### src/hw/rtl/ssl_pkg.sv
`default_nettype none

package ssl_pkg;

  localparam int CHANNELS = 8;
  localparam int CH_W     = (CHANNELS > 1) ? $clog2(CHANNELS) : 1;
  localparam int POS_W    = 20;
  localparam int ADDR_W   = 4;

  localparam logic [7:0]  MOVE_TIMEOUT = 8'hFF;
  localparam logic [7:0]  HOLD_TICKS   = 8'd4;
  localparam logic [15:0] PWM_OFFSET   = 16'd2000;

  // (p + 2000) * 64 / 100 equals (16 * (p + 2000)) / 25; the quotient by 25 is taken
  // as a multiplication by ceil(2^26 / 25) followed by a shift, exact below 2^21.
  localparam int          RECIP_SHIFT = 26;
  localparam logic [21:0] RECIP_25    = 22'd2684355;

  localparam logic [1:0] FUNC_TICK = 2'd0;
  localparam logic [1:0] FUNC_SET  = 2'd1;
  localparam logic [1:0] FUNC_DOOR = 2'd2;

  localparam logic [1:0] KIND_PWM   = 2'd0;
  localparam logic [1:0] KIND_POWER = 2'd1;
  localparam logic [1:0] KIND_ACK   = 2'd2;

  localparam logic [1:0] REG_POS_MIN   = 2'd0;
  localparam logic [1:0] REG_POS_MAX   = 2'd1;
  localparam logic [1:0] REG_DEF_SPEED = 2'd2;
  localparam logic [1:0] REG_DOOR_DIR  = 2'd3;

  typedef struct packed {
    logic [15:0] pos_min;
    logic [15:0] pos_max;
    logic [15:0] default_speed;
    logic        door_direction;
  } cfg_t;

  typedef struct packed {
    logic [1:0]  kind;
    logic [3:0]  channel;
    logic [15:0] value;
    logic        ack_is_door;
    logic [7:0]  ack_to;
    logic        last;
  } res_t;

  typedef enum logic [6:0] {
    S_IDLE  = 7'b0000001,
    S_CMD   = 7'b0000010,
    S_CALC  = 7'b0000100,
    S_ACK   = 7'b0001000,
    S_MUL   = 7'b0010000,
    S_PWM   = 7'b0100000,
    S_FLUSH = 7'b1000000
  } state_t;

endpackage

`default_nettype wire

### src/hw/rtl/servo_slew_limiter_bank.sv
// Channel   Handshake              Payload
// in        in_valid / in_ready    func, channel, value, speed, requester, broadcast flag
// out       out_valid / out_ready  kind, channel, value, ack_is_door, ack_to, last
// cfg       psel/penable/pwrite    paddr, pwdata, prdata, pready
//
// A command transaction passes through the accept, command and flush states; a tick
// transaction through accept, one evaluation per channel, a multiply and a PWM step per
// moving channel, an acknowledge per acknowledged timeout, and a flush that moves the last result out.
// Channels are evaluated one at a time by a single shared step unit and one multiplier.
// Reset is synchronous and active low; all channel state clears at once.
// A stalled output holds the sequencer; in_ready is high only while idle.
`default_nettype none

module servo_slew_limiter_bank (
  input  wire logic                       clk,
  input  wire logic                       rst_n,
  input  wire logic                       in_valid,
  output logic                            in_ready,
  input  wire logic [1:0]                 in_func,
  input  wire logic [3:0]                 in_channel,
  input  wire logic [15:0]                in_value,
  input  wire logic [15:0]                in_speed,
  input  wire logic [7:0]                 in_requester,
  input  wire logic                       in_requester_is_broadcast,
  output logic                            out_valid,
  input  wire logic                       out_ready,
  output logic      [1:0]                 out_kind,
  output logic      [3:0]                 out_channel,
  output logic      [15:0]                out_value,
  output logic                            out_ack_is_door,
  output logic      [7:0]                 out_ack_to,
  output logic                            out_last,
  input  wire logic                       psel,
  input  wire logic                       penable,
  input  wire logic                       pwrite,
  input  wire logic [ssl_pkg::ADDR_W-1:0] paddr,
  input  wire logic [31:0]                pwdata,
  output logic      [31:0]                prdata,
  output logic                            pready
);
  import ssl_pkg::*;

  cfg_t cfg;

  state_t state_r, state_nxt;
  logic [CH_W-1:0] idx_r, idx_nxt;

  logic [1:0]      cmd_func_r, cmd_func_nxt;
  logic [CH_W-1:0] cmd_ch_r, cmd_ch_nxt;
  logic [15:0]     cmd_value_r, cmd_value_nxt;
  logic [15:0]     cmd_speed_r, cmd_speed_nxt;
  logic [7:0]      cmd_req_r, cmd_req_nxt;
  logic            cmd_bcast_r, cmd_bcast_nxt;

  logic [POS_W-1:0] pos_r [CHANNELS];
  logic [POS_W-1:0] pos_nxt [CHANNELS];
  logic [15:0]      tgt_r [CHANNELS];
  logic [15:0]      tgt_nxt [CHANNELS];
  logic [15:0]      step_r [CHANNELS];
  logic [15:0]      step_nxt [CHANNELS];
  logic [7:0]       cd_r [CHANNELS];
  logic [7:0]       cd_nxt [CHANNELS];
  logic [7:0]       ackaddr_r [CHANNELS];
  logic [7:0]       ackaddr_nxt [CHANNELS];
  logic             ackw_r [CHANNELS];
  logic             ackw_nxt [CHANNELS];
  logic             door_r [CHANNELS];
  logic             door_nxt [CHANNELS];

  res_t pend_r, pend_nxt;
  logic pend_v_r, pend_v_nxt;
  res_t out_res_r, out_res_nxt;
  logic out_valid_r, out_valid_nxt;

  logic [POS_W-1:0] step_pos;
  logic             step_moved;
  logic [15:0]      pwm_compare;

  logic        out_free;
  logic        can_emit;
  logic        emit_en;
  res_t        emit_res;
  logic        adv;
  logic        door_open;
  logic [15:0] raw_tgt;
  logic [15:0] clamp_tgt;
  logic [15:0] door_lim;
  logic [3:0]  idx_ch;

  ssl_regs u_regs (
    .clk     (clk),
    .rst_n   (rst_n),
    .psel    (psel),
    .penable (penable),
    .pwrite  (pwrite),
    .paddr   (paddr),
    .pwdata  (pwdata),
    .prdata  (prdata),
    .pready  (pready),
    .cfg     (cfg)
  );

  ssl_step u_step (
    .pos     (pos_r[idx_r]),
    .goal    (tgt_r[idx_r]),
    .step    (step_r[idx_r]),
    .new_pos (step_pos),
    .moved   (step_moved)
  );

  ssl_pwm u_pwm (
    .clk     (clk),
    .pos     (pos_r[idx_r][15:0]),
    .compare (pwm_compare)
  );

  assign in_ready        = (state_r == S_IDLE);
  assign out_valid       = out_valid_r;
  assign out_kind        = out_res_r.kind;
  assign out_channel     = out_res_r.channel;
  assign out_value       = out_res_r.value;
  assign out_ack_is_door = out_res_r.ack_is_door;
  assign out_ack_to      = out_res_r.ack_to;
  assign out_last        = out_res_r.last;

  assign out_free  = !out_valid_r || out_ready;
  assign can_emit  = !pend_v_r || out_free;
  assign door_open = (cmd_value_r != 16'd0);
  assign door_lim  = cfg.door_direction ? cfg.pos_max : cfg.pos_min;
  assign idx_ch    = 4'(idx_r);

  always_comb begin
    if (cmd_func_r == FUNC_DOOR) begin
      raw_tgt = (door_open == cfg.door_direction) ? cfg.pos_max : cfg.pos_min;
    end else begin
      raw_tgt = cmd_value_r;
    end
    if (raw_tgt > cfg.pos_max) begin
      clamp_tgt = cfg.pos_max;
    end else if (raw_tgt < cfg.pos_min) begin
      clamp_tgt = cfg.pos_min;
    end else begin
      clamp_tgt = raw_tgt;
    end
  end

  always_comb begin
    state_nxt     = state_r;
    idx_nxt       = idx_r;
    cmd_func_nxt  = cmd_func_r;
    cmd_ch_nxt    = cmd_ch_r;
    cmd_value_nxt = cmd_value_r;
    cmd_speed_nxt = cmd_speed_r;
    cmd_req_nxt   = cmd_req_r;
    cmd_bcast_nxt = cmd_bcast_r;
    pos_nxt       = pos_r;
    tgt_nxt       = tgt_r;
    step_nxt      = step_r;
    cd_nxt        = cd_r;
    ackaddr_nxt   = ackaddr_r;
    ackw_nxt      = ackw_r;
    door_nxt      = door_r;
    pend_nxt      = pend_r;
    pend_v_nxt    = pend_v_r;
    out_res_nxt   = out_res_r;
    out_valid_nxt = out_valid_r && !out_ready;
    emit_en       = 1'b0;
    emit_res      = '0;
    emit_res.channel = idx_ch;
    adv           = 1'b0;

    unique case (state_r)
      S_IDLE: begin
        if (in_valid) begin
          cmd_func_nxt  = in_func;
          cmd_ch_nxt    = in_channel[CH_W-1:0];
          cmd_value_nxt = in_value;
          cmd_speed_nxt = in_speed;
          cmd_req_nxt   = in_requester;
          cmd_bcast_nxt = in_requester_is_broadcast;
          if (in_func == FUNC_TICK) begin
            idx_nxt   = '0;
            state_nxt = S_CALC;
          end else if ((in_func == FUNC_SET || in_func == FUNC_DOOR) &&
                       ({1'b0, in_channel} < 5'(CHANNELS))) begin
            state_nxt = S_CMD;
          end
        end
      end
      S_CMD: begin
        if (can_emit) begin
          tgt_nxt[cmd_ch_r]     = clamp_tgt;
          cd_nxt[cmd_ch_r]      = MOVE_TIMEOUT;
          step_nxt[cmd_ch_r]    = (cmd_func_r == FUNC_SET && cmd_speed_r != 16'd0) ?
                                  cmd_speed_r : cfg.default_speed;
          ackw_nxt[cmd_ch_r]    = !cmd_bcast_r;
          ackaddr_nxt[cmd_ch_r] = cmd_bcast_r ? 8'd0 : cmd_req_r;
          door_nxt[cmd_ch_r]    = (cmd_func_r == FUNC_DOOR);
          emit_en               = 1'b1;
          emit_res.kind         = KIND_POWER;
          emit_res.channel      = 4'(cmd_ch_r);
          emit_res.value        = 16'd1;
          state_nxt             = S_FLUSH;
        end
      end
      S_CALC: begin
        if (cd_r[idx_r] == 8'd0) begin
          adv = 1'b1;
        end else if (cd_r[idx_r] == 8'd1) begin
          if (can_emit) begin
            cd_nxt[idx_r]  = 8'd0;
            emit_en        = 1'b1;
            emit_res.kind  = KIND_POWER;
            emit_res.value = 16'd0;
            if (ackw_r[idx_r]) begin
              state_nxt = S_ACK;
            end else begin
              adv = 1'b1;
            end
          end
        end else if (step_moved) begin
          pos_nxt[idx_r] = step_pos;
          cd_nxt[idx_r]  = HOLD_TICKS;
          state_nxt      = S_MUL;
        end else begin
          cd_nxt[idx_r] = cd_r[idx_r] - 8'd1;
          adv           = 1'b1;
        end
      end
      S_ACK: begin
        if (can_emit) begin
          emit_en              = 1'b1;
          emit_res.kind        = KIND_ACK;
          emit_res.ack_is_door = door_r[idx_r];
          emit_res.ack_to      = ackaddr_r[idx_r];
          if (door_r[idx_r]) begin
            emit_res.value = (pos_r[idx_r] == {{(POS_W-16){1'b0}}, door_lim}) ?
                             16'd1 : 16'd0;
          end else begin
            emit_res.value = pos_r[idx_r][15:0];
          end
          adv = 1'b1;
        end
      end
      S_MUL: begin
        state_nxt = S_PWM;
      end
      S_PWM: begin
        if (can_emit) begin
          emit_en        = 1'b1;
          emit_res.kind  = KIND_PWM;
          emit_res.value = pwm_compare;
          adv            = 1'b1;
        end
      end
      S_FLUSH: begin
        if (!pend_v_r) begin
          state_nxt = S_IDLE;
        end else if (out_free) begin
          out_res_nxt      = pend_r;
          out_res_nxt.last = 1'b1;
          out_valid_nxt    = 1'b1;
          pend_v_nxt       = 1'b0;
          state_nxt        = S_IDLE;
        end
      end
      default: begin
        state_nxt = S_IDLE;
      end
    endcase

    if (emit_en) begin
      if (pend_v_r) begin
        out_res_nxt      = pend_r;
        out_res_nxt.last = 1'b0;
        out_valid_nxt    = 1'b1;
      end
      pend_nxt   = emit_res;
      pend_v_nxt = 1'b1;
    end

    if (adv) begin
      if (idx_r == CH_W'(CHANNELS - 1)) begin
        state_nxt = S_FLUSH;
      end else begin
        idx_nxt   = idx_r + 1'b1;
        state_nxt = S_CALC;
      end
    end
  end

  always_ff @(posedge clk) begin
    if (!rst_n) begin
      state_r     <= S_IDLE;
      idx_r       <= '0;
      pend_v_r    <= 1'b0;
      out_valid_r <= 1'b0;
      for (int i = 0; i < CHANNELS; i++) begin
        pos_r[i]     <= '0;
        tgt_r[i]     <= '0;
        step_r[i]    <= '0;
        cd_r[i]      <= '0;
        ackaddr_r[i] <= '0;
        ackw_r[i]    <= 1'b0;
        door_r[i]    <= 1'b0;
      end
    end else begin
      state_r     <= state_nxt;
      idx_r       <= idx_nxt;
      pend_v_r    <= pend_v_nxt;
      out_valid_r <= out_valid_nxt;
      pos_r       <= pos_nxt;
      tgt_r       <= tgt_nxt;
      step_r      <= step_nxt;
      cd_r        <= cd_nxt;
      ackaddr_r   <= ackaddr_nxt;
      ackw_r      <= ackw_nxt;
      door_r      <= door_nxt;
    end
  end

  always_ff @(posedge clk) begin
    cmd_func_r  <= cmd_func_nxt;
    cmd_ch_r    <= cmd_ch_nxt;
    cmd_value_r <= cmd_value_nxt;
    cmd_speed_r <= cmd_speed_nxt;
    cmd_req_r   <= cmd_req_nxt;
    cmd_bcast_r <= cmd_bcast_nxt;
    pend_r      <= pend_nxt;
    out_res_r   <= out_res_nxt;
  end

`ifndef SYNTHESIS
  a_idle_no_pending: assert property (@(posedge clk) disable iff (!rst_n)
    in_ready |-> !pend_v_r)
    else $error("pending result held while idle");

  a_tick_busy: assert property (@(posedge clk) disable iff (!rst_n)
    (in_valid && in_ready && in_func == FUNC_TICK) |=> !in_ready)
    else $error("tick transaction did not occupy the sequencer");

  a_pwm_hold: assert property (@(posedge clk) disable iff (!rst_n)
    (state_r == S_PWM) |-> (cd_r[idx_r] == HOLD_TICKS))
    else $error("moving channel lost its hold count");
`endif

endmodule

`default_nettype wire

### src/hw/rtl/ssl_regs.sv
`default_nettype none

module ssl_regs (
  input  wire logic                      clk,
  input  wire logic                      rst_n,
  input  wire logic                      psel,
  input  wire logic                      penable,
  input  wire logic                      pwrite,
  input  wire logic [ssl_pkg::ADDR_W-1:0] paddr,
  input  wire logic [31:0]               pwdata,
  output logic      [31:0]               prdata,
  output logic                           pready,
  output ssl_pkg::cfg_t                  cfg
);
  import ssl_pkg::*;

  cfg_t       cfg_r, cfg_nxt;
  logic [1:0] reg_idx;

  assign reg_idx = paddr[3:2];
  assign pready  = 1'b1;
  assign cfg     = cfg_r;

  always_comb begin
    cfg_nxt = cfg_r;
    if (psel && penable && pwrite) begin
      unique case (reg_idx)
        REG_POS_MIN:   cfg_nxt.pos_min        = pwdata[15:0];
        REG_POS_MAX:   cfg_nxt.pos_max        = pwdata[15:0];
        REG_DEF_SPEED: cfg_nxt.default_speed  = pwdata[15:0];
        REG_DOOR_DIR:  cfg_nxt.door_direction = pwdata[0];
        default:       cfg_nxt = cfg_r;
      endcase
    end
  end

  always_comb begin
    unique case (reg_idx)
      REG_POS_MIN:   prdata = {16'd0, cfg_r.pos_min};
      REG_POS_MAX:   prdata = {16'd0, cfg_r.pos_max};
      REG_DEF_SPEED: prdata = {16'd0, cfg_r.default_speed};
      REG_DOOR_DIR:  prdata = {31'd0, cfg_r.door_direction};
      default:       prdata = 32'd0;
    endcase
  end

  always_ff @(posedge clk) begin
    if (!rst_n) begin
      cfg_r.pos_min        <= 16'd0;
      cfg_r.pos_max        <= 16'd10000;
      cfg_r.default_speed  <= 16'd100;
      cfg_r.door_direction <= 1'b0;
    end else begin
      cfg_r <= cfg_nxt;
    end
  end

endmodule

`default_nettype wire

### src/hw/rtl/ssl_step.sv
`default_nettype none

module ssl_step (
  input  wire logic [ssl_pkg::POS_W-1:0] pos,
  input  wire logic [15:0]               goal,
  input  wire logic [15:0]               step,
  output logic      [ssl_pkg::POS_W-1:0] new_pos,
  output logic                           moved
);
  import ssl_pkg::*;

  logic [POS_W:0]   diff;
  logic [POS_W-1:0] goal_w;
  logic [POS_W-1:0] mag;
  logic             up;
  logic             reach;

  assign goal_w = {{(POS_W-16){1'b0}}, goal};
  assign diff   = {1'b0, goal_w} - {1'b0, pos};
  assign up     = !diff[POS_W];
  assign mag    = up ? diff[POS_W-1:0] : (POS_W)'(-diff);
  assign moved  = (diff != '0);
  assign reach  = mag <= {{(POS_W-16){1'b0}}, step};

  always_comb begin
    if (reach) begin
      new_pos = goal_w;
    end else if (up) begin
      new_pos = pos + {{(POS_W-16){1'b0}}, step};
    end else begin
      new_pos = pos - {{(POS_W-16){1'b0}}, step};
    end
  end

endmodule

`default_nettype wire

### src/hw/rtl/ssl_pwm.sv
`default_nettype none

module ssl_pwm (
  input  wire logic        clk,
  input  wire logic [15:0] pos,
  output logic      [15:0] compare
);
  import ssl_pkg::*;

  logic [20:0] scaled;
  logic [42:0] prod;
  logic [15:0] compare_r;

  assign scaled  = {1'b0, ({4'd0, pos} + {4'd0, PWM_OFFSET})} << 4;
  assign prod    = {22'd0, scaled} * {21'd0, RECIP_25};
  assign compare = compare_r;

  always_ff @(posedge clk) begin
    compare_r <= prod[RECIP_SHIFT+15:RECIP_SHIFT];
  end

endmodule

`default_nettype wire

### config.mk
export PLATFORM = sky130hd
export DESIGN_NAME = servo_slew_limiter_bank
export DESIGN_NICKNAME = d
export VERILOG_FILES = /design/src/hw/rtl/ssl_pkg.sv /design/src/hw/rtl/servo_slew_limiter_bank.sv /design/src/hw/rtl/ssl_regs.sv /design/src/hw/rtl/ssl_step.sv /design/src/hw/rtl/ssl_pwm.sv
export SDC_FILE = /design/constraint.sdc
export NUM_CORES = 2
export LEC_CHECK = 0
export BUFFER_PORTS_ARGS = -buffer_cell sky130_fd_sc_hd__buf_4
export CAP_MARGIN = 5
export CELL_PAD_IN_SITES_DETAIL_PLACEMENT = 0
export CELL_PAD_IN_SITES_GLOBAL_PLACEMENT = 2
export CORE_MARGIN = 2
export CORE_UTILIZATION = 39
export CTS_CLUSTER_SIZE = 12
export DETAILED_ROUTE_END_ITERATION = 10
export GPL_TIMING_DRIVEN = 1
export PLACE_DENSITY = 0.78
export SLEW_MARGIN = 20
export SYNTH_ARGS = -nofsm -noshare
export SYNTH_HDL_FRONTEND = slang
export SYNTH_SLANG_ARGS = --single-unit
### constraint.sdc
create_clock -name clk -period 12.3 [get_ports clk]
set_clock_uncertainty 0.1 [all_clocks]
set_input_delay 2.46 -clock clk [delete_from_list [all_inputs] [get_ports clk]]
set_output_delay 2.46 -clock clk [all_outputs]
set_load 0.03 [all_outputs]
==> summary.txt <==
CTS buffer count: 86
Reg clk slew, reported paths: 0.06 ns
Fmax: 94.3 MHz
Asr flop ratio synth: 0
Netlist Area Pre-Place: 42800 um2
Warnings, synthesis: 0
# rows: 121
Drt pass-1 iters: 5
RSZ-0062 raised after global routing: false
Average size of a mapped cell: 8.67 um2
Arrival @ worst endpoint: 11.08 ns
Syn Inst Count: 4939
Final Max Tran Viols: 0
Final design utilization: 0.439
Final hold vios: 0
Synth top cells by count: 637 x dfxtp_1, 576 x nor2_1, 553 x nand2_1
Top post-synthesis cells by area: dfxtp_1 30%, edfxtp_1 7.6%, ha_1 7.3%, fa_1 5.3%, nor2_1 5.1%
Worst min path class: reg -> reg
Fill count: 10800
Post-CTS Setup Bufs: 0
Die Area: 112000 um2
Setup tns final: 0 ns
GR Overflow Total: 0
Routed WL: 154000 um
H-tree depth: 3
Die Width: 335 um
Distinct cells, synth: 87
PortBufs: 121
EDFF count, synth: 108
CTS sink cnt: 745
Max Cap Viol: 0
Period utilisation layout: 0.862
Dominant cell type by area after synthesis: dfxtp_1
Clk root buf: clkbuf_16
Clock buffer depth: 3
Vias in the first global route: 34700
Max stage delay on crit path: 0.77 ns
Main synth FF type: dfxtp_1
CP Capture Type: flop
GP Congestion: 0.929
Post-synth top area share: 0.298
# setup viols final: 0
# IOs: 157
FF+latch count, synth: 745
CTS tree: done
Via count: 36200
First-pass GRT wire length: 229000 um
Tightest Pin Transition: 1.18 ns
Die Span Y: 335 um
Layout area overhead: 11.7%
Slowest library cell on the worst path: dfxtp_4
Sequential share of the synthesized area: 0.374
Critical Path Most Common Cell: inv_1
Setup slack, reg-to-reg: 1.69 ns
Fraction of layout cells with a size suffix above 1: 0.103
Dpl cells: 6239
Vias per inst: 5.66
Status: complete, no violations
Required @ worst endpoint: 12.77 ns
Rel. slew slack: 0.190
DRC Markers: 0
CP delay by family, top: adder cells
Post-DRT Antenna Nets: 0
Initial core utilization: 0.393
Initial antenna violation count: 2
Cts hold-fix bufs: 0
Number of DRC markers in iteration 0: 3119
Ant. Diodes: 0
Most numerous cell in the Yosys netlist: dfxtp_1
GRT Resource Usage Total: 0.269
Post-DP HPWL: 104000 um
Clock latency on the worst-skew pair: 0.69 ns
CTS resizes: 0
Area of the core: 109000 um2
Worst Setup Start Kind: flop
Post-route insts no fill: 6393
Largest net degree at the start of global routing: 229
DR WL/cell: 24.1 um
Worst-path maximum fanout: 38
CP Buf/Inv Count: 10
Final net count: 5366
Min Tclk post-route: 10.61 ns
Setup Crit Path Kind: reg -> reg
per-stage QoR:
stage / setup WS, ns / hold slack (ns) / cell area (um2)
2_1_floorplan: 2.41 / 0.328 / 42900
3_3_place_gp: 1.69 / 0.340 / 45100
3_5_place_dp: 1.66 / 0.345 / 45100
4_1_cts: 1.62 / 0.351 / 47800
5_1_grt: 1.12 / 0.367 / 47800
6_report: 1.69 / 0.354 / 47800
final cells by class:
cell class | instances | area [um2] | area share
multi-input cells | 3577 | 24600 | 0.515
flip-flops and latches | 745 | 16000 | 0.335
clock buffers | 129 | 2450 | 0.0513
well taps | 1414 | 1770 | 0.0370
repair buffers | 214 | 1620 | 0.0338
inverters | 289 | 1090 | 0.0229
clock inverters | 25 | 244 | 0.00511
final timing paths:
check	startpoint	to	cells after the start
worst min-delay path	pos_r[96]	pos_r[96]	2
worst min register to register	pos_r[96]	pos_r[96]	2
worst max register to register	idx_r[0]	u_pwm.compare[15]	36
worst max-delay path	idx_r[0]	u_pwm.compare[15]	36
kinds of logic after synthesis:
kind of cell               share of synthesized area
buffers and inverters                         0.0588
muxes                                         0.0552
AOI/OAI and AO/OA                              0.202
adders and majority gates                      0.126
xor gates and xnor gates                      0.0235
and+or+nand+nor                                0.160
other                                       0.000175
DFF                                            0.374
registers in the layout, summed over array words and instances (netlist names), 16 cells and up, named ones only:
| register | cells |
|---|---|
| cmd_value_r | 16 |
| u_regs.cfg | 49 |
| ackaddr_r | 64 |
| u_pwm.compare | 16 |
| pend_r | 30 |
| pos_r | 160 |
| cd_r | 64 |
| cmd_speed_r | 16 |
| tgt_r | 128 |
| step_r | 128 |
placed cells by master, fill, tap and decap left out, types with 17 or more instances in the layout:
cell / instances
dfxtp_1: 634
nor2_1: 561
nand2_1: 553
a21oi_1: 415
inv_1: 284
ha_1: 249
a211oi_1: 229
o21ai_0: 223
buf_4: 212
a22oi_1: 149
nand3_1: 139
fa_1: 114
edfxtp_1: 108
mux2i_1: 107
clkbuf_16: 88
xnor2_1: 77
and2_1: 48
nand2b_1: 43
a221oi_1: 40
nand4_1: 37
xor2_1: 37
a21o_1: 34
mux2_2: 33
o21ai_1: 32
clkbuf_1: 31
mux4_2: 28
nor3_1: 26
o21a_1: 23
and3_1: 20
nor4_1: 19
nor2b_1: 18
a31oi_1: 17
o211ai_1: 17
conb_1: 17
metal layers:
layer	global-route usage	vias to the layer above	part of all wire
met2	0.437	1014	0.46
met5	0	-	0
met1	0.371	17600	0.46
met4	0.0783	0	0.026
met3	0.0360	198	0.054
li1	-	17300	-
worst reg2reg max path, delay by kind of cell, from the launching register on:
family / cells / cell delay, ns
AO/OA/AOI/OAI: 10 / 2.04
XOR/XNOR: 2 / 0.79
adder cells (fa/ha/maj): 8 / 3.21
buffers and inverters: 10 / 1.84
flip-flops: 1 / 0.77
AND/OR/NAND/NOR: 6 / 1.76
Power is not shown: default switching activity piles up to over one toggle a cycle in this logic, so the estimate is an artifact.
